==> config.mk <==
export PLATFORM = sky130hd
export DESIGN_NAME = scx_parity
export DESIGN_NICKNAME = d
export VERILOG_FILES = /design/src/rtl/stripe_crc_xor_parity_engine_unit_macros.svh /design/src/rtl/scx_pkg.sv /design/src/rtl/scx_parity.sv
export SDC_FILE = /design/constraint.sdc
export NUM_CORES = 2
export LEC_CHECK = 0
export ABC_CLOCK_PERIOD_IN_PS = 9300
export BUFFER_PORTS_ARGS = -buffer_cell sky130_fd_sc_hd__buf_4
export CAP_MARGIN = 30
export CORE_MARGIN = 3
export CORE_UTILIZATION = 40
export DETAILED_ROUTE_END_ITERATION = 7
export PLACE_DENSITY = 0.53
export SLEW_MARGIN = 20
export SYNTH_ARGS = -nofsm -noshare
export SYNTH_HDL_FRONTEND = slang
export SYNTH_SLANG_ARGS = --single-unit
==> constraint.sdc <==
create_clock -name clk -period 9.3 [get_ports clk]
set_clock_uncertainty 0.15 [all_clocks]
set_input_delay 1.86 -clock clk [delete_from_list [all_inputs] [get_ports clk]]
set_output_delay 1.86 -clock clk [all_outputs]
set_load 0.02 [all_outputs]
==> src/rtl/stripe_crc_xor_parity_engine_unit_macros.svh <==
// Assertion macros for the stripe CRC and XOR parity engine.
`ifndef STRIPE_CRC_XOR_PARITY_ENGINE_UNIT_MACROS_SVH
`define STRIPE_CRC_XOR_PARITY_ENGINE_UNIT_MACROS_SVH

// Same-cycle implication, checked outside reset.
`define SCX_ASSERT_IMPL(lbl, ante, cons) \
  lbl: assert property (@(posedge clk) disable iff (rst) (ante) |-> (cons)) \
    else $error("scx implication check failed");

// Next-cycle implication, checked outside reset.
`define SCX_ASSERT_NEXT(lbl, ante, cons) \
  lbl: assert property (@(posedge clk) disable iff (rst) (ante) |=> (cons)) \
    else $error("scx next-cycle check failed");

`endif

==> src/rtl/scx_pkg.sv <==
// Shared types, constants and CRC-32C functions for the stripe parity engine.
package scx_pkg;

  localparam int unsigned VALUE_W = 64;
  localparam int unsigned CRC_W = 32;
  localparam int unsigned POS_W = 6;
  localparam int unsigned CFG_IDX_W = 2;
  localparam int unsigned CFG_DATA_W = 32;

  localparam logic [CRC_W-1:0] CRC32C_POLY = 32'h82F6_3B78;

  localparam logic [CFG_IDX_W-1:0] CFG_CSUM_ENABLE = 2'd0;
  localparam logic [CFG_IDX_W-1:0] CFG_PARITY_ENABLE = 2'd1;
  localparam logic [CFG_IDX_W-1:0] CFG_CRC_SEED = 2'd2;

  localparam logic CSUM_ENABLE_RESET = 1'b1;
  localparam logic PARITY_ENABLE_RESET = 1'b1;
  localparam logic [CRC_W-1:0] CRC_SEED_RESET = 32'd1;

  localparam logic KIND_CSUM = 1'b0;
  localparam logic KIND_PARITY = 1'b1;

  localparam int unsigned OQ_DEPTH = 8;
  localparam int unsigned OQ_AW = 3;
  localparam int unsigned OQ_CW = OQ_AW + 1;
  localparam int unsigned OQ_SW = OQ_CW + 1;

  typedef struct packed {
    logic               kind;
    logic [POS_W-1:0]   position;
    logic [VALUE_W-1:0] value;
    logic               last;
  } scx_result_t;

  typedef struct packed {
    logic valid;
    logic first_word;
    logic first_stripe;
    logic stripe_end;
    logic last_stripe;
  } scx_stage_t;

  typedef logic [CRC_W+VALUE_W-1:0][CRC_W-1:0] crc_mat_t;

  // bit-serial reference form, evaluated at elaboration only
  function automatic logic [CRC_W-1:0] crc_serial(input logic [CRC_W-1:0] crc_in,
                                                  input logic [VALUE_W-1:0] word);
    logic [CRC_W-1:0] c;
    logic             fb;
    c = crc_in;
    for (int b = 0; b < VALUE_W; b++) begin
      fb = c[0] ^ word[b];
      c = c >> 1;
      if (fb) begin
        c = c ^ CRC32C_POLY;
      end
    end
    return c;
  endfunction

  function automatic crc_mat_t crc_build();
    crc_mat_t         m;
    logic [CRC_W-1:0] c;
    logic [VALUE_W-1:0] d;
    for (int j = 0; j < CRC_W + VALUE_W; j++) begin
      c = (j < CRC_W) ? (CRC_W'(1) << j) : '0;
      d = (j >= CRC_W) ? (VALUE_W'(1) << (j - CRC_W)) : '0;
      m[j] = crc_serial(c, d);
    end
    return m;
  endfunction

  localparam crc_mat_t CRC_MAT = crc_build();

  // one quadword step as a flat XOR network over the state and data bits
  function automatic logic [CRC_W-1:0] crc_step(input logic [CRC_W-1:0] crc_in,
                                                input logic [VALUE_W-1:0] word);
    logic [CRC_W+VALUE_W-1:0] v;
    logic [CRC_W-1:0]         r;
    v = {word, crc_in};
    r = '0;
    for (int i = 0; i < CRC_W + VALUE_W; i++) begin
      if (v[i]) begin
        r = r ^ CRC_MAT[i];
      end
    end
    return r;
  endfunction

endpackage

==> src/rtl/scx_parity.sv <==
// Parity stripe buffer: read at acceptance, XOR and write back in the next cycle.
module scx_parity import scx_pkg::*; #(
  parameter int DEPTH = 64,
  parameter int AW = 6
) (
  input  logic               clk,
  input  logic               rst,
  input  logic               rd_en,
  input  logic [AW-1:0]      rd_addr,
  input  scx_stage_t         stage,
  input  logic [AW-1:0]      addr,
  input  logic [VALUE_W-1:0] word,
  output logic [VALUE_W-1:0] parity
);

  logic [VALUE_W-1:0] mem [DEPTH];
  logic [VALUE_W-1:0] rdata;
  logic               fw_valid;
  logic [AW-1:0]      fw_addr;
  logic [VALUE_W-1:0] fw_data;
  logic [VALUE_W-1:0] old;

  // last write may land on the same edge as the read of that entry
  assign old = (fw_valid && fw_addr == addr) ? fw_data : rdata;
  assign parity = stage.first_stripe ? word : (old ^ word);

  always_ff @(posedge clk) begin
    if (rd_en) begin
      rdata <= mem[rd_addr];
    end
    if (stage.valid) begin
      mem[addr] <= parity;
    end
  end

  always_ff @(posedge clk) begin
    if (rst) begin
      fw_valid <= 1'b0;
    end else if (stage.valid) begin
      fw_valid <= 1'b1;
    end
    if (stage.valid) begin
      fw_addr <= addr;
      fw_data <= parity;
    end
  end

endmodule

# Word-level counts from Yosys, hierarchy flattened
# Memories as Yosys holds them, arrays and structs flattened. A register that Yosys moved wholly into a read port is not among the register bits.
# Index checks and enable logic that the tools add are counted.
totals:
  word_cells: 11
  inputBits: 84
  output_inout_bits: 64
  n_memories: 1
  reg_bits: 71
  ramBits: 4096
memory_table:
  columns: ["memory", "words", "width", "read_ports", "rd_clocked_by_memory_dff", "write_ports", "line", "source"]
  rows:
  - ["mem", 64, 64, 1, 1, 1, "scx_parity.sv:16", "logic [VALUE_W-1:0] mem [DEPTH];"]
op_classes:
  muxes: 4
  reduce_logical: 1
  bitwise: 1
  eq_ne: 1
op_table:
  columns: ["operator", "n"]
  rows:
  - ["2-to-1 mux 64 bit", 2]
  - ["bitwise XOR 64 bit", 1]
  - ["equality test 6 bit", 1]
  - ["2-to-1 mux 1 bit", 2]
  - ["logical AND 1 bit", 1]

# Longest topological paths before layout
depth:
  depth_word: 5
  depth_mapped: 9
  depth_no_buf: 5

# Least setup slack after synthesis
# Ideal clock, no wire load.
synth_timing:
  path_kind: "in2reg"
  from: "input stage[4] (netlist bit)"
  to: "memory mem[40][0] (enable)"
  path_buffers: 1
  setup_slack_ns: 1.654
  arrival_time_ns: 6.932
  cell_stages: 4
  setup_ns: 0.564
  t_required_ns: 8.586
  path_cell_list: "clkbuf_1 nor2b_1 nand3_1 nor3_1"
synth_via:
  elab_chain_cells: 2
synth_lines:
  columns: ["element", "line", "source"]
  rows:
  - ["start: declaration", "scx_parity.sv:10", "input scx_stage_t stage,"]
  - ["2-to-1 mux 1 bit", "scx_parity.sv:31", "if (stage.valid) begin"]
  - ["2-to-1 mux 1 bit (implied by the code)", "scx_parity.sv:32", "mem[addr] <= parity;"]
  - ["end: declaration", "scx_parity.sv:16", null]
# No other way between the ends.

# Worst setup path after layout
layout_timing:
  from: "input addr[2]"
  to: "output parity[22]"
layout_via:
  elab_chain_cells: 5
layout_lines:
  columns: ["element", "line", "source"]
  rows:
  - ["start: declaration", "scx_parity.sv:11", "input logic [AW-1:0] addr,"]
  - ["equality test 6 bit", "scx_parity.sv:24", "assign old = (fw_valid && fw_addr == addr) ? fw_data : rdata;"]
  - ["logical AND 1 bit", "scx_parity.sv:24", null]
  - ["2-to-1 mux 64 bit", "scx_parity.sv:24", null]
  - ["bitwise XOR 64 bit", "scx_parity.sv:25", "assign parity = stage.first_stripe ? word : (old ^ word);"]
  - ["2-to-1 mux 64 bit", "scx_parity.sv:25", null]
  - ["end: declaration", "scx_parity.sv:13", "output logic [VALUE_W-1:0] parity"]
# No other way between the ends.

==> results.yml <==
job:
  max_capacitance_violation_count: 0
worst_setup_path:
  worst-setup-path-type: "in -> out"
  timing.critical_path.mode_cell: "sky130_fd_sc_hd__buf_4"
  worst_path_largest_cell_delay_ps: 910
  worst-path-max-fanout: 66
  cp_data_arrival_time_ps: 5270
  cp_required_ps: 7290
  timing.critical_path.cells: "buf_4, xnor2_1, and3_4, buf_4, nand3_1, a21oi_1, xor2_4, buf_4, buf_4"
  critical_path.reg2reg.startpoint: "fw_addr[2]$_DFFE_PP_"
  launching_instance_or_port_of_the_critical_path: "addr[2]"
  critPathCaptureType: "output port"
  start_kind: "input pin"
  worst_path_dominant_cell_family: "buffers and inverters"
  cp_num_buf_inv: 4
  cp_slowest_cell: "sky130_fd_sc_hd__and3_4"
logic_synthesis:
  synth_compound_area_frac: 0.0248
  mean_area_per_synthesized_cell_sq_um: 22.8
  yosys_warnings: 0
  post-synth-top-area-fraction: 0.791
  share_of_flip_flops_with_an_asynchronous_set_or_reset_after_synthesis: 0
  synth.cell_area_sq_um: 161000
  synthesized_instance_count: 7041
  synthFlopType: "sky130_fd_sc_hd__edfxtp_1"
  synth_fp_nets: 7125
  synth_enable_flop_cells: 4230
  count_of_distinct_cell_types_in_the_synthesized_netlist: 33
  post_synth_main_area_contributors: "sky130_fd_sc_hd__edfxtp_1, sky130_fd_sc_hd__mux4_2, sky130_fd_sc_hd__o221ai_1"
  yosys.area_share.xor_xnor: 0.00382
  adder_cell_share_of_the_synthesized_area: 0
  post_synth_and_or_nand_nor_area_fraction: 0.0225
  ys_seq_elements: 4231
  netlist.top_cell.by_area: "sky130_fd_sc_hd__edfxtp_1"
  synth.area.mux_share: 0.144
  synth_top_family_by_area: "multiplexers"
  synth_seq_area_share: 0.791
grt:
  grt_pass1_vias: 81900
  initial_antenna_violation_count: 30
  grt_use_met3: 0.0389
  grt_overflow: 0
  grt_start_max_net_pins: 104
  most_heavily_used_metal_layer_in_global_routing: "met2"
  grt.met2_usage: 0.401
  globalRouteMet1Util: 0.355
  grt_first_pass_wirelength_microns: 702000
  grt_usage: 0.251
layout:
  nets: 7605
  commonest_non_fill_non_tap_cells_in_the_layout: "sky130_fd_sc_hd__edfxtp_1, sky130_fd_sc_hd__mux4_2, sky130_fd_sc_hd__clkbuf_16, sky130_fd_sc_hd__buf_4, sky130_fd_sc_hd__nand3_1"
  synthToLayoutAreaGrowth_pct: 15.3
  post_route_cells_drive_above_1_share: 0.283
  most_frequent_standard_cell_in_the_layout_excluding_fill_and_tap_cells: "sky130_fd_sc_hd__edfxtp_1"
  fin_util: 0.463
  final.fill_count: 33000
  layoutNonFillerInstCount: 13200
cts:
  worst_skew_pair.late_latency_ps: 990
  holdBufCountCts: 0
  clock-sinks: 4231
  cts_resized: 0
  cts-buffers-inserted: 438
  postCtsSetupRepairBufs: 0
  cts_tree: "done"
  clockBufferDepth: 4
  cts.reportedPaths.clkPinSlew_ps: 60
  cts-root-buf: "sky130_fd_sc_hd__clkbuf_16"
  htree_num_levels: 5
timing:
  grt_setup_unrepaired: "false"
  tightestPinTransition_ps: 1100
  hold_ws_ps: 368
  final-setup-viol-count: 0
  max_freq_ghz: 0.137
  timing.final.crit_share: 0.783
  slew_violations: 0
  hold_violations: 0
  setup_tns_ps: 0
  finalCriticalPeriod_ps: 7280
  timing.slew.headroom: 0.269
  fin_ws_ps: 2020
power_and_ir_drop:
  power.density_nw_per_um2: 224
  vdd_drop_max_uv: 161
  leakage_power_total_nw: 56.5
floorplan:
  standard_cell_rows: 232
  design.die.area_sq_um: 409000
  core-area_sq_um: 399000
  io_pins: 148
  die_height_microns: 640
  floorplan.initialDensity: 0.402
  die_x_microns: 640
routing:
  wl_microns: 516000
  detail_route.first_pass.iterations: 5
  dr_total_vias: 82300
  drt_first_iter_violations: 11400
  drc: 0
  vias_per_cell: 6.25
  ant_nets: 0
  average_detailed_routed_wire_length_per_instance_microns: 39.3
hold_path:
  min-delay-path-class: "reg -> reg"
  min-delay-start: "fw_valid$_SDFFE_PP0P_"
run_status:
  status: "finished clean"
place:
  post-place-ws_ps: 1970
  dpl.hpwl_microns: 269000
  dp.cells: 12300
  numPortBuffers: 144
  gpl.final_weighted_congestion: 0.772
## routing by layer
| layer | up-vias | share of wire |
|---|---|---|
| met4 | 4 | 0.033 |
| met3 | 763 | 0.085 |
| met1 | 46100 | 0.40 |
| li1 | 31200 | - |
| met5 | - | 0.000052 |
| met2 | 4210 | 0.48 |
## flip-flops by register name, indices dropped and copies added (netlist names)
| signal | count |
|---|---|
| fw_valid | 1 |
| fw_data | 64 |
| rdata | 64 |
| mem | 4096 |
| fw_addr | 6 |
## kinds of logic after synthesis
group           after synthesis
buf+inv                     432
compound gates              576
xor+xnor                     70
simple gates                702
flops                      4231
mux                        1030
## synth_stat cells, types with 27 or more instances
master and count:
sky130_fd_sc_hd__a211oi_1 62, sky130_fd_sc_hd__a21oi_1 68, sky130_fd_sc_hd__a22oi_1 128, sky130_fd_sc_hd__and3_1 63, sky130_fd_sc_hd__buf_1 31, sky130_fd_sc_hd__buf_2 137
sky130_fd_sc_hd__buf_4 27, sky130_fd_sc_hd__buf_6 35, sky130_fd_sc_hd__clkbuf_1 201, sky130_fd_sc_hd__edfxtp_1 4230, sky130_fd_sc_hd__mux4_2 1024, sky130_fd_sc_hd__nand2_1 141
sky130_fd_sc_hd__nand3_1 202, sky130_fd_sc_hd__nand4_1 130, sky130_fd_sc_hd__nor2_1 69, sky130_fd_sc_hd__nor2b_1 72, sky130_fd_sc_hd__o21ai_0 64, sky130_fd_sc_hd__o221ai_1 124
sky130_fd_sc_hd__o22ai_1 126, sky130_fd_sc_hd__xor2_1 64
## layout make-up
class | count | area, sq um | share of cell area
sequential | 4231 | 127000 | 0.687
antenna | 13 | 32.5 | 0.000176
multi-input combinational | 2378 | 33200 | 0.179
clock buffer | 542 | 11400 | 0.0617
clock inverter | 254 | 2470 | 0.0134
tap | 5265 | 6590 | 0.0356
timing repair buffer | 472 | 4340 | 0.0234
## metrics by stage
stage               total power, W  cell area, sq um
global route                0.0425            185000
finish                      0.0414            185000
floorplan                   0.0235            161000
global placement            0.0245            171000
detailed placement          0.0246            171000
CTS                         0.0416            185000
## path summary, 6_finish.rpt
kind	slack, ps	depth (start not counted)	to
worst max-delay path	2020	9	parity[22]
worst min-delay path	370	2	fw_valid$_SDFFE_PP0P_
worst max register to register	5260	7	mem[33][53]$_DFFE_PP_
worst min register to register	370	2	fw_valid$_SDFFE_PP0P_
## worst register-to-register path, delay by kind of cell, from the launching register on
kind                   cells  cell delay (ps)
AO/OA/AOI/OAI              1              510
AND/OR/NAND/NOR            2             1070
XOR/XNOR                   2              530
flip-flops                 1              390
buffers and inverters      2             1000
## power by group
| group | switching (W) | internal [W] | leakage [nW] | total, W |
|---|---|---|---|---|
| Clock | 0.00742 | 0.00976 | 6.75 | 0.0172 |
| Combinational | 0.00179 | 0.000742 | 11.6 | 0.00253 |
| Sequential | 0.0000430 | 0.0216 | 38.2 | 0.0217 |
| Total | 0.00925 | 0.0321 | 56.5 | 0.0414 |
No activity file was read; power rests on OpenSTA's default activity.
