$ cat src/rtl/stripe_crc_xor_parity_engine_unit_macros.svh
// Assertion macros for the stripe CRC and XOR parity engine.
`ifndef STRIPE_CRC_XOR_PARITY_ENGINE_UNIT_MACROS_SVH
`define STRIPE_CRC_XOR_PARITY_ENGINE_UNIT_MACROS_SVH

// Same-cycle implication, checked outside reset.
`define SCX_ASSERT_IMPL(lbl, ante, cons) \
  lbl: assert property (@(posedge clk) disable iff (rst) (ante) |-> (cons)) \
    else $error("scx implication check failed");

// Next-cycle implication, checked outside reset.
`define SCX_ASSERT_NEXT(lbl, ante, cons) \
  lbl: assert property (@(posedge clk) disable iff (rst) (ante) |=> (cons)) \
    else $error("scx next-cycle check failed");

`endif

$ cat src/rtl/scx_pkg.sv
// Shared types, constants and CRC-32C functions for the stripe parity engine.
package scx_pkg;

  localparam int unsigned VALUE_W = 64;
  localparam int unsigned CRC_W = 32;
  localparam int unsigned POS_W = 6;
  localparam int unsigned CFG_IDX_W = 2;
  localparam int unsigned CFG_DATA_W = 32;

  localparam logic [CRC_W-1:0] CRC32C_POLY = 32'h82F6_3B78;

  localparam logic [CFG_IDX_W-1:0] CFG_CSUM_ENABLE = 2'd0;
  localparam logic [CFG_IDX_W-1:0] CFG_PARITY_ENABLE = 2'd1;
  localparam logic [CFG_IDX_W-1:0] CFG_CRC_SEED = 2'd2;

  localparam logic CSUM_ENABLE_RESET = 1'b1;
  localparam logic PARITY_ENABLE_RESET = 1'b1;
  localparam logic [CRC_W-1:0] CRC_SEED_RESET = 32'd1;

  localparam logic KIND_CSUM = 1'b0;
  localparam logic KIND_PARITY = 1'b1;

  localparam int unsigned OQ_DEPTH = 8;
  localparam int unsigned OQ_AW = 3;
  localparam int unsigned OQ_CW = OQ_AW + 1;
  localparam int unsigned OQ_SW = OQ_CW + 1;

  typedef struct packed {
    logic               kind;
    logic [POS_W-1:0]   position;
    logic [VALUE_W-1:0] value;
    logic               last;
  } scx_result_t;

  typedef struct packed {
    logic valid;
    logic first_word;
    logic first_stripe;
    logic stripe_end;
    logic last_stripe;
  } scx_stage_t;

  typedef logic [CRC_W+VALUE_W-1:0][CRC_W-1:0] crc_mat_t;

  // bit-serial reference form, evaluated at elaboration only
  function automatic logic [CRC_W-1:0] crc_serial(input logic [CRC_W-1:0] crc_in,
                                                  input logic [VALUE_W-1:0] word);
    logic [CRC_W-1:0] c;
    logic             fb;
    c = crc_in;
    for (int b = 0; b < VALUE_W; b++) begin
      fb = c[0] ^ word[b];
      c = c >> 1;
      if (fb) begin
        c = c ^ CRC32C_POLY;
      end
    end
    return c;
  endfunction

  function automatic crc_mat_t crc_build();
    crc_mat_t         m;
    logic [CRC_W-1:0] c;
    logic [VALUE_W-1:0] d;
    for (int j = 0; j < CRC_W + VALUE_W; j++) begin
      c = (j < CRC_W) ? (CRC_W'(1) << j) : '0;
      d = (j >= CRC_W) ? (VALUE_W'(1) << (j - CRC_W)) : '0;
      m[j] = crc_serial(c, d);
    end
    return m;
  endfunction

  localparam crc_mat_t CRC_MAT = crc_build();

  // one quadword step as a flat XOR network over the state and data bits
  function automatic logic [CRC_W-1:0] crc_step(input logic [CRC_W-1:0] crc_in,
                                                input logic [VALUE_W-1:0] word);
    logic [CRC_W+VALUE_W-1:0] v;
    logic [CRC_W-1:0]         r;
    v = {word, crc_in};
    r = '0;
    for (int i = 0; i < CRC_W + VALUE_W; i++) begin
      if (v[i]) begin
        r = r ^ CRC_MAT[i];
      end
    end
    return r;
  endfunction

endpackage

$ cat src/rtl/scx_crc.sv
// Running CRC-32C accumulator over the current stripe.
module scx_crc import scx_pkg::*; (
  input  logic             clk,
  input  logic             rst,
  input  scx_stage_t       stage,
  input  logic [CRC_W-1:0] seed,
  input  logic [VALUE_W-1:0] word,
  output logic [CRC_W-1:0] crc
);

  logic [CRC_W-1:0] acc;
  logic [CRC_W-1:0] start;

  assign start = stage.first_word ? seed : acc;
  assign crc = crc_step(start, word);

  always_ff @(posedge clk) begin
    if (rst) begin
      acc <= CRC_SEED_RESET;
    end else if (stage.valid) begin
      acc <= crc;
    end
  end

endmodule

$ cat config.mk
export PLATFORM = sky130hd
export DESIGN_NAME = scx_crc
export DESIGN_NICKNAME = d
export VERILOG_FILES = /design/src/rtl/stripe_crc_xor_parity_engine_unit_macros.svh /design/src/rtl/scx_pkg.sv /design/src/rtl/scx_crc.sv
export SDC_FILE = /design/constraint.sdc
export NUM_CORES = 1
export LEC_CHECK = 0
export BUFFER_PORTS_ARGS = -buffer_cell sky130_fd_sc_hd__buf_2
export CAP_MARGIN = 20
export CORE_MARGIN = 4
export CORE_UTILIZATION = 60
export DETAILED_ROUTE_END_ITERATION = 12
export GPL_TIMING_DRIVEN = 0
export PLACE_DENSITY_LB_ADDON = 0.1
export SYNTH_ARGS = -nofsm -noshare
export SYNTH_HDL_FRONTEND = slang
export SYNTH_SLANG_ARGS = --single-unit
$ cat constraint.sdc
create_clock -name clk -period 3.5 [get_ports clk]
set_input_delay 0.525 -clock clk [delete_from_list [all_inputs] [get_ports clk]]
set_output_delay 0.525 -clock clk [all_outputs]
set_load 0.01 [all_outputs]
Word-level counts from Yosys, hierarchy flattened
Cells that the tools add are included.

Muxes and demuxes: 97. Bitwise operators: 95.

Operators with widths (number): $mux W32 (48); $mux W31 (23); $not A15 Y15 (32); $not A17 Y17 (27); $mux W30 (14); $mux W29 (8); $not A19 Y19 (12); $not A11 Y11 (14); $mux W28 (4); $not A13 Y13 (6); $not A21 Y21 (3); $not A23 Y23 (1).

Bits in registers: 32. Bits of input ports: 103. Output and inout port bits: 32. Word-level logic and storage cells: 193.

Logic depth before layout (Yosys ltp)
Gate-level depths: netlist of run 1.

Word-level depth: 192. Mapped depth: 13. Gate-level depth less buffers: 8.

Worst setup path before layout of run 1
No wires, ideal clock.

Path type: input port to output port. From: input stage[3] in the netlist's numbering. To: output crc[31]. Arrival: 2.633 ns. Data required time: 2.975 ns. Setup slack: 0.342 ns. Stages: 10. Path buffers: 5. Path through: buf_6 buf_12 buf_12 buf_12 buf_12 mux2i_1 xnor2_2 xor2_1 xnor3_1 xnor2_1.

Word-level cells in the longest chain between the ends: 94.

RTL lines: from (decl) (line scx_crc.sv:5) `input scx_stage_t stage,`; $mux W32 (*) (line scx_crc.sv:14) `assign start = stage.first_word ? seed : acc;`; $mux W32 (line scx_pkg.sv:83) `if (v[i]) begin`; $not A13 Y13 (no source line); $mux W32 (line scx_pkg.sv:83); $not A11 Y11 (no source line); $mux W32 (line scx_pkg.sv:83); $not A15 Y15 (no source line); $mux W32 (line scx_pkg.sv:83); [... 78 more ...]; $not A19 Y19 (no source line); $mux W32 (*) (line scx_pkg.sv:83); $not A19 Y19 (no source line); $mux W32 (*) (line scx_pkg.sv:83); $not A17 Y17 (no source line); $mux W32 (*) (line scx_pkg.sv:83); $not A17 Y17 (no source line); $mux W32 (*) (line scx_pkg.sv:83); to (decl) (line scx_crc.sv:8) `output logic [CRC_W-1:0] crc`.

Mark *: on every way between the ends. The rest lies on a longest branch, timed or not.

Final worst setup path of run 1
From: input stage[3] in the netlist's numbering. To: output crc[21].

Word-level cells in the longest chain between the ends: 144.

RTL lines (line): $mux W32 (*) (scx_crc.sv:14); $mux W31 (scx_pkg.sv:83); $not A17 Y17 (no source line); $mux W32 (scx_pkg.sv:83); $mux W30 (scx_pkg.sv:83); $not A13 Y13 (no source line); $mux W31 (scx_pkg.sv:83); $not A13 Y13 (no source line); [... 126 more ...]; $mux W32 (*) (3 in series) (scx_pkg.sv:83); $mux W29 (*) (scx_pkg.sv:83); $not A17 Y17 (no source line); $mux W30 (*) (scx_pkg.sv:83); $not A17 Y17 (no source line); $mux W31 (*) (scx_pkg.sv:83); $not A17 Y17 (no source line); $mux W32 (*) (scx_pkg.sv:83).

Marks and branches as above.

==> metrics.md, run 1 <==
| Metric | Value |
|---|---|
| Final Skew | 0.01318 ns |
| Outcome | finished, violations left |
| CTS tree | done |
| Die Ht | 130.0 um |
| Crit path arrival time | 3.16 ns |
| Number of flip-flops in the largest register | 32 |
| CTS sink count | 32 |
| Vias | 8,097 |
| Setup violators final | 23 |
| Fin crit share | 1.053 |
| Final Hold Violating Endpoints | 0 |
| Vias in the first global route | 7,349 |
| Share of layout cells above drive strength 1 | 0.4214 |
| Initial antenna violation count | 1 |
| Final net count | 1,184 |
| Critical path endpoint category | output port |
| Aggregate global routing overflow | 0 |
| Critical-path cell list | buf_12, buf_12, buf_16, buf_16, mux2i_4, buf_6, xnor2_1, xnor2_1, xnor2_1, xnor2_1, xnor2_2, xnor2_2, buf_2 |
| Yosys warning count | 0 |
| Reg with most FFs | acc |
| Total track usage | 0.4242 |
| Residual DRC | 0 |
| Min-delay worst type | flop to flop |
| ANT nets after route | 0 |
| DRT iter0 DRCs | 1,241 |
| TritonCTS Buffers | 5 |
| Number of I/O port buffers | 85 |
| Violations in the final reports | negative setup slack |
| Root Driver | clkbuf_16 |
| Unrepaired setup endpoints after global routing | true |
| Htree depth | 2 |
| Die Footprint | 16,900 um2 |
| Syn Nets | 1,002 |
| FF+latch area | 640.6 um2 |
| First-pass GRT wire length | 49,800 um |
| Worst-Margin Slew | 1.056 ns |
| Largest net degree at the start of global routing | 12 |
| Syn Area/Cell | 9.933 um2 |
| Total Wirelength | 41,690 um |
| Post-layout util | 0.8634 |
| Cell Area, Placed | 9585 um2 |
| Seq/Total Area, Yosys | 0.07174 |
| Largest stage delay, worst path | 0.40 ns |
| Total area of multi-input combinational cells | 9727 um2 |
| Fin crit period | 3.687 ns |
| Ports | 135 |
| Area delta synth->final | 40.52% |
| Synth Register Bits | 32 |
| Final worst setup slack | -0.1868 ns |
| Yosys cell types | 26 |
| Die width | 130.0 um |
| CP startpoint kind | primary input |
| Length of the first detailed-routing pass in iterations | 5 |
| Worst path required time | 2.97 ns |
| Post-route cell area | 12,550 um2 |
| GPL Wtd Cong | 1.113 |
| Filler Cells Inserted | 727 |
| Pins Over Slew Limit | 0 |
| Worst setup path class | primary input to output port |
| FMAX | 0.2712 GHz |
| MaxCap Viol Count | 0 |
| Synthesized area | 8930 um2 |
| Dpl hpwl | 28,370 um |
| Slowest CP cell | xnor2_2 |
| Via density | 6.396 |
| Worst-Skew Late Latency | 0.30 ns |
| Clk slew on worst S/H paths | 0.06 ns |
| Delay-heaviest family, CP | XOR/XNOR gates |
| Core Rows | 44 |
| Core box area | 14,530 um2 |
| # diodes | 0 |
| WL per Instance | 32.93 um |
| Crit-path max FO | 7 |
| Most common cell on crit path | xnor2_1 |
| Initial Utilization | 0.6144 |
| Number of cells produced by synthesis | 899 |
| WP buf/inv | 6 |
| Rel. slew slack | 0.2962 |
| Largest regs | acc x32 |
| CTS max path bufs | 2 |
[cells by family after synthesis]
kind of cell	after synthesis	share of synthesized area
xor+xnor	665	0.7482
mux	76	0.09528
buf+inv	68	0.04147
simple gates	36	0.02018
flops	32	0.07174
compound gates	22	0.02312
[cell usage in the layout, fill, tap and decap left out, types with 3 or more instances in the layout]
| cell | netlist | layout |
|---|---|---|
| clkbuf_1 | 45 | 25 |
| xor2_1 | 168 | 138 |
| xnor2_2 | 18 | 96 |
| o211a_1 | 17 | 17 |
| buf_4 | 0 | 75 |
| xor2_4 | 0 | 6 |
| xnor3_2 | 0 | 10 |
| buf_6 | 3 | 3 |
| buf_16 | 0 | 6 |
| mux2i_2 | 4 | 8 |
| buf_2 | 9 | 93 |
| dfxtp_1 | 32 | 32 |
| clkbuf_2 | 0 | 18 |
| o21a_1 | 3 | 3 |
| buf_1 | 4 | 3 |
| xnor3_1 | 44 | 34 |
| mux2i_1 | 66 | 23 |
| nor2_1 | 17 | 17 |
| buf_12 | 5 | 14 |
| xor3_1 | 4 | 3 |
| or2_2 | 17 | 17 |
| mux2i_4 | 6 | 45 |
| xor2_2 | 5 | 29 |
| clkbuf_16 | 0 | 7 |
| xnor2_4 | 1 | 23 |
| xnor2_1 | 425 | 325 |
[final cells by class]
type	count	area share
well taps	184	0.01835
repair buffers	178	0.1064
inverters	2	0.0005983
multi-input cells	799	0.7752
plain buffers	63	0.03510
clock buffers	5	0.009971
clock inverters	3	0.003390
flip-flops and latches	32	0.05105
[through the flow]
step                cells  setup TNS, ns  hold slack (ns)  worst slack [ns]
detailed placement   1168         -10.48           0.5333           -0.7408
CTS                  1212        -0.1309           0.5563          -0.02991
global route         1266         -2.374           0.6143           -0.2771
finish               1266         -1.522           0.5820           -0.1868
floorplan             899              0           0.5026            0.3421
global placement     1168         -10.80           0.5279           -0.7877
[repair_timing]
item                       in CTS  in global routing
setup endpoints to repair      32                 31
pin swaps                      47                 57
gates resized for setup       165                135
hold buffers                    0                  0
cloned                          1                  2
buffers inserted               35                 55
[worst register-to-register path, stage by stage, from the launching register on]
cell,delay [ns]
dfxtp_1,0.57
xor2_1,0.17
mux2i_4,0.35
xnor2_4,0.19
xnor2_2,0.15
buf_4,0.18
xnor3_1,0.33
xnor3_1,0.42
buf_4,0.15
mux2i_1,0.16
nor2_1,0.07
[routing by layer]
metal	track usage	vias to the layer above	wire length (um)
met1	0.5596	3829	13940
met2	0.6727	807	18320
li1	-	3167	-
met3	0.07900	294	5446
met5	0	-	0
met4	0.2048	0	3993
[cells in the mapped netlist, drive strengths merged]
cell type	number	area [um2]
inv	1	3.750
xor3	4	95.09
or2	17	106.4
buf	21	193.9
o21a	3	22.52
nand2	1	3.750
xnor2	444	4043
mux2i	76	850.8
nor2b	1	6.260
a211o	1	8.760
xnor3	44	991.0
xor2	173	1553
o21ai	1	5.000
clkbuf	45	168.9
o211a	17	170.2
nor2	17	63.81
clkinv	1	3.750
dfxtp	32	640.6
[final timing paths]
kind | start | to | slack (ns) | cells past startpoint
worst max-delay path | stage[3] | crc[21] | -0.19 | 13
worst min-delay path | acc[23] | acc[23] | 0.58 | 2
worst max register to register | acc[13] | acc[3] | 0.62 | 10
worst min register to register | acc[23] | acc[23] | 0.58 | 2
Power of run 1 is not shown: default switching activity piles up to over one toggle a cycle in this logic, so the estimate is an artifact.
==> inputs of run 2 (changes only) <==
Clock period 3.5 ns to 3.41 ns, I/O delays scaled along.
==> run 2 against run 1 <==
Net effect: the flow still finishes with violations (negative setup slack); register-to-register slack got worse by 0.20 ns; clock skew fell by 0.0059 ns; utilization rose by 2.0 points; clock-buffer cell count unchanged; flip-flop and latch count did not move.
==> metrics.md, run 2 (synthesis gave the netlist of run 1 again) <==
| Metric | Value |
|---|---|
| Worst-Margin Slew | 1.113 ns (+0.05763 ns) |
| Total Wirelength | 43,840 um (+5.2%) |
| CP startpoint kind | primary input |
| Initial Utilization | 0.6144 (unchanged) |
| Total track usage | 0.4409 (+0.01671) |
| WL per Instance | 34.31 um (+4.2%) |
| Violations in the final reports | negative setup slack |
| Unrepaired setup endpoints after global routing | true |
| Setup TNS | -3.624 ns (-2.102 ns) |
| Crit path arrival time | 3.35 ns (+0.19 ns) |
| Die width | 130.0 um (unchanged) |
| Root Driver | clkbuf_16 |
| Commonest non-fill, non-tap cell in the layout | xnor2_1 |
| Dpl hpwl | 28,370 um (unchanged) |
| Clk slew on worst S/H paths | 0.06 ns (about the same) |
| MaxCap Viol Count | 0 (unchanged) |
| Final worst setup slack | -0.4521 ns (-0.2653 ns) |
| Final Hold Violating Endpoints | 0 (unchanged) |
| Htree depth | 2 (unchanged) |
| Core Rows | 44 (unchanged) |
| Area delta synth->final | 43.80% |
| Vias | 8,463 (+4.5%) |
| Number of flip-flops in the largest register | 32 (unchanged) |
| Most frequent cells in the layout | xnor2_1 (315), xor2_1 (133), xnor2_2 (103) |
| Rel. slew slack | 0.2577 (-0.03842) |
| Vias in the first global route | 7,678 (+4.5%) |
| Final net count | 1,194 (+0.84%) |
| Worst-Skew Late Latency | 0.29 ns (about the same) |
| Residual DRC | 0 (unchanged) |
| Dpl ws | -0.8038 ns (-0.06300 ns) |
| Die Ht | 130.0 um (unchanged) |
| CP startpoint | word[63] |
| Critical path endpoint category | output port |
| Reg with most FFs | acc |
| CTS tree | done |
| Ports | 135 (unchanged) |
| Fin crit share | 1.133 |
| CTS max path bufs | 2 (unchanged) |
| Fin crit period | 3.862 ns |
| CTS sink count | 32 (unchanged) |
| DRT iter0 DRCs | 1,295 (+4.4%) |
| Core box area | 14,530 um2 (unchanged) |
| Final Skew | 0.007270 ns (-0.005911 ns) |
| TritonCTS Buffers | 5 (unchanged) |
| Pins Over Slew Limit | 0 (unchanged) |
| Min-delay worst type | flop to flop |
| Worst setup path class | primary input to output port |
| FMAX | 0.2589 GHz |
| Via density | 6.622 (+3.5%) |
| Worst r2r src | acc[24] |
| Initial antenna violation count | 2 (+1) |
| Number of I/O port buffers | 85 (unchanged) |
| Largest net degree at the start of global routing | 12 (unchanged) |
| ANT nets after route | 0 (unchanged) |
| Setup violators final | 29 (+26%) |
| Largest regs | acc x32 |
| Aggregate global routing overflow | 0 (unchanged) |
| Die Footprint | 16,900 um2 (unchanged) |
| Post-layout util | 0.8835 (+0.02014) |
| Hold path startpoint | acc[23] |
| Share of layout cells above drive strength 1 | 0.4515 (+0.03002) |
| First-pass GRT wire length | 52,050 um (+4.5%) |
| Crit-path max FO | 7 (unchanged) |
| Length of the first detailed-routing pass in iterations | 6 (+1) |
| Outcome | finished, violations left |
| Worst path required time | 2.90 ns (-0.07 ns) |
| GPL Wtd Cong | 1.113 (unchanged) |
## run 2: stage by stage
step	cells	instance area (um2)	hold WS [ns]
after floorplan	899	8930	0.5026
after global placement	1168	9585	0.5279
after detailed placement	1168	9585	0.5333
after CTS	1233	11600	0.5563
after global routing	1278	12840	0.6224
final	1278	12840	0.5568
## run 2: area by class of cell
| type | instances | area, um2 |
|---|---|---|
| multi-input cells | 799 | 9871 |
| well taps | 184 | 230.2 |
| repair buffers | 189 | 1466 |
| fillers | 634 | 1693 |
| inverters | 2 | 7.507 |
| clock buffers | 5 | 125.1 |
| diodes | 2 | 5.005 |
| plain buffers | 62 | 452.9 |
| clock inverters | 3 | 42.54 |
| flip-flops and latches | 32 | 640.6 |
## run 2: path summary, 6_finish.rpt
path                                 to  slack (ns)  depth (start not counted)
worst min-delay path            acc[23]        0.56                          2
worst max-delay path            crc[20]       -0.45                          8
worst min register to register  acc[23]        0.56                          2
worst max register to register  acc[20]        0.42                          9
## run 2: layer usage
| layer | share of wire | global-route usage | vias up | routed length, um |
|---|---|---|---|---|
| met1 | 0.32 | 0.5679 | 4002 | 14220 |
| li1 | - | - | 3196 | - |
| met2 | 0.42 | 0.6982 | 922 | 18560 |
| met3 | 0.14 | 0.09333 | 343 | 6243 |
| met5 | 0 | 0 | - | 0 |
| met4 | 0.11 | 0.2311 | 0 | 4823 |
## run 2: worst max-delay path, cell delays in order
cell      delay (ns)
clkbuf_2        0.24
xnor2_1         0.62
xnor2_1         0.23
xnor2_1         0.19
xnor2_1         0.63
xnor3_1         0.48
xnor2_1         0.26
buf_2           0.19
## run 2: what timing repair did
item                                    in CTS  in global routing
gates resized for setup                    193                139
pin swaps                                   63                 77
endpoints found under the setup margin      33                 31
hold buffers                                 0                  0
buffers inserted                            56                 42
cloned                                       2                  4
Power of run 2 is left out for the same reason.
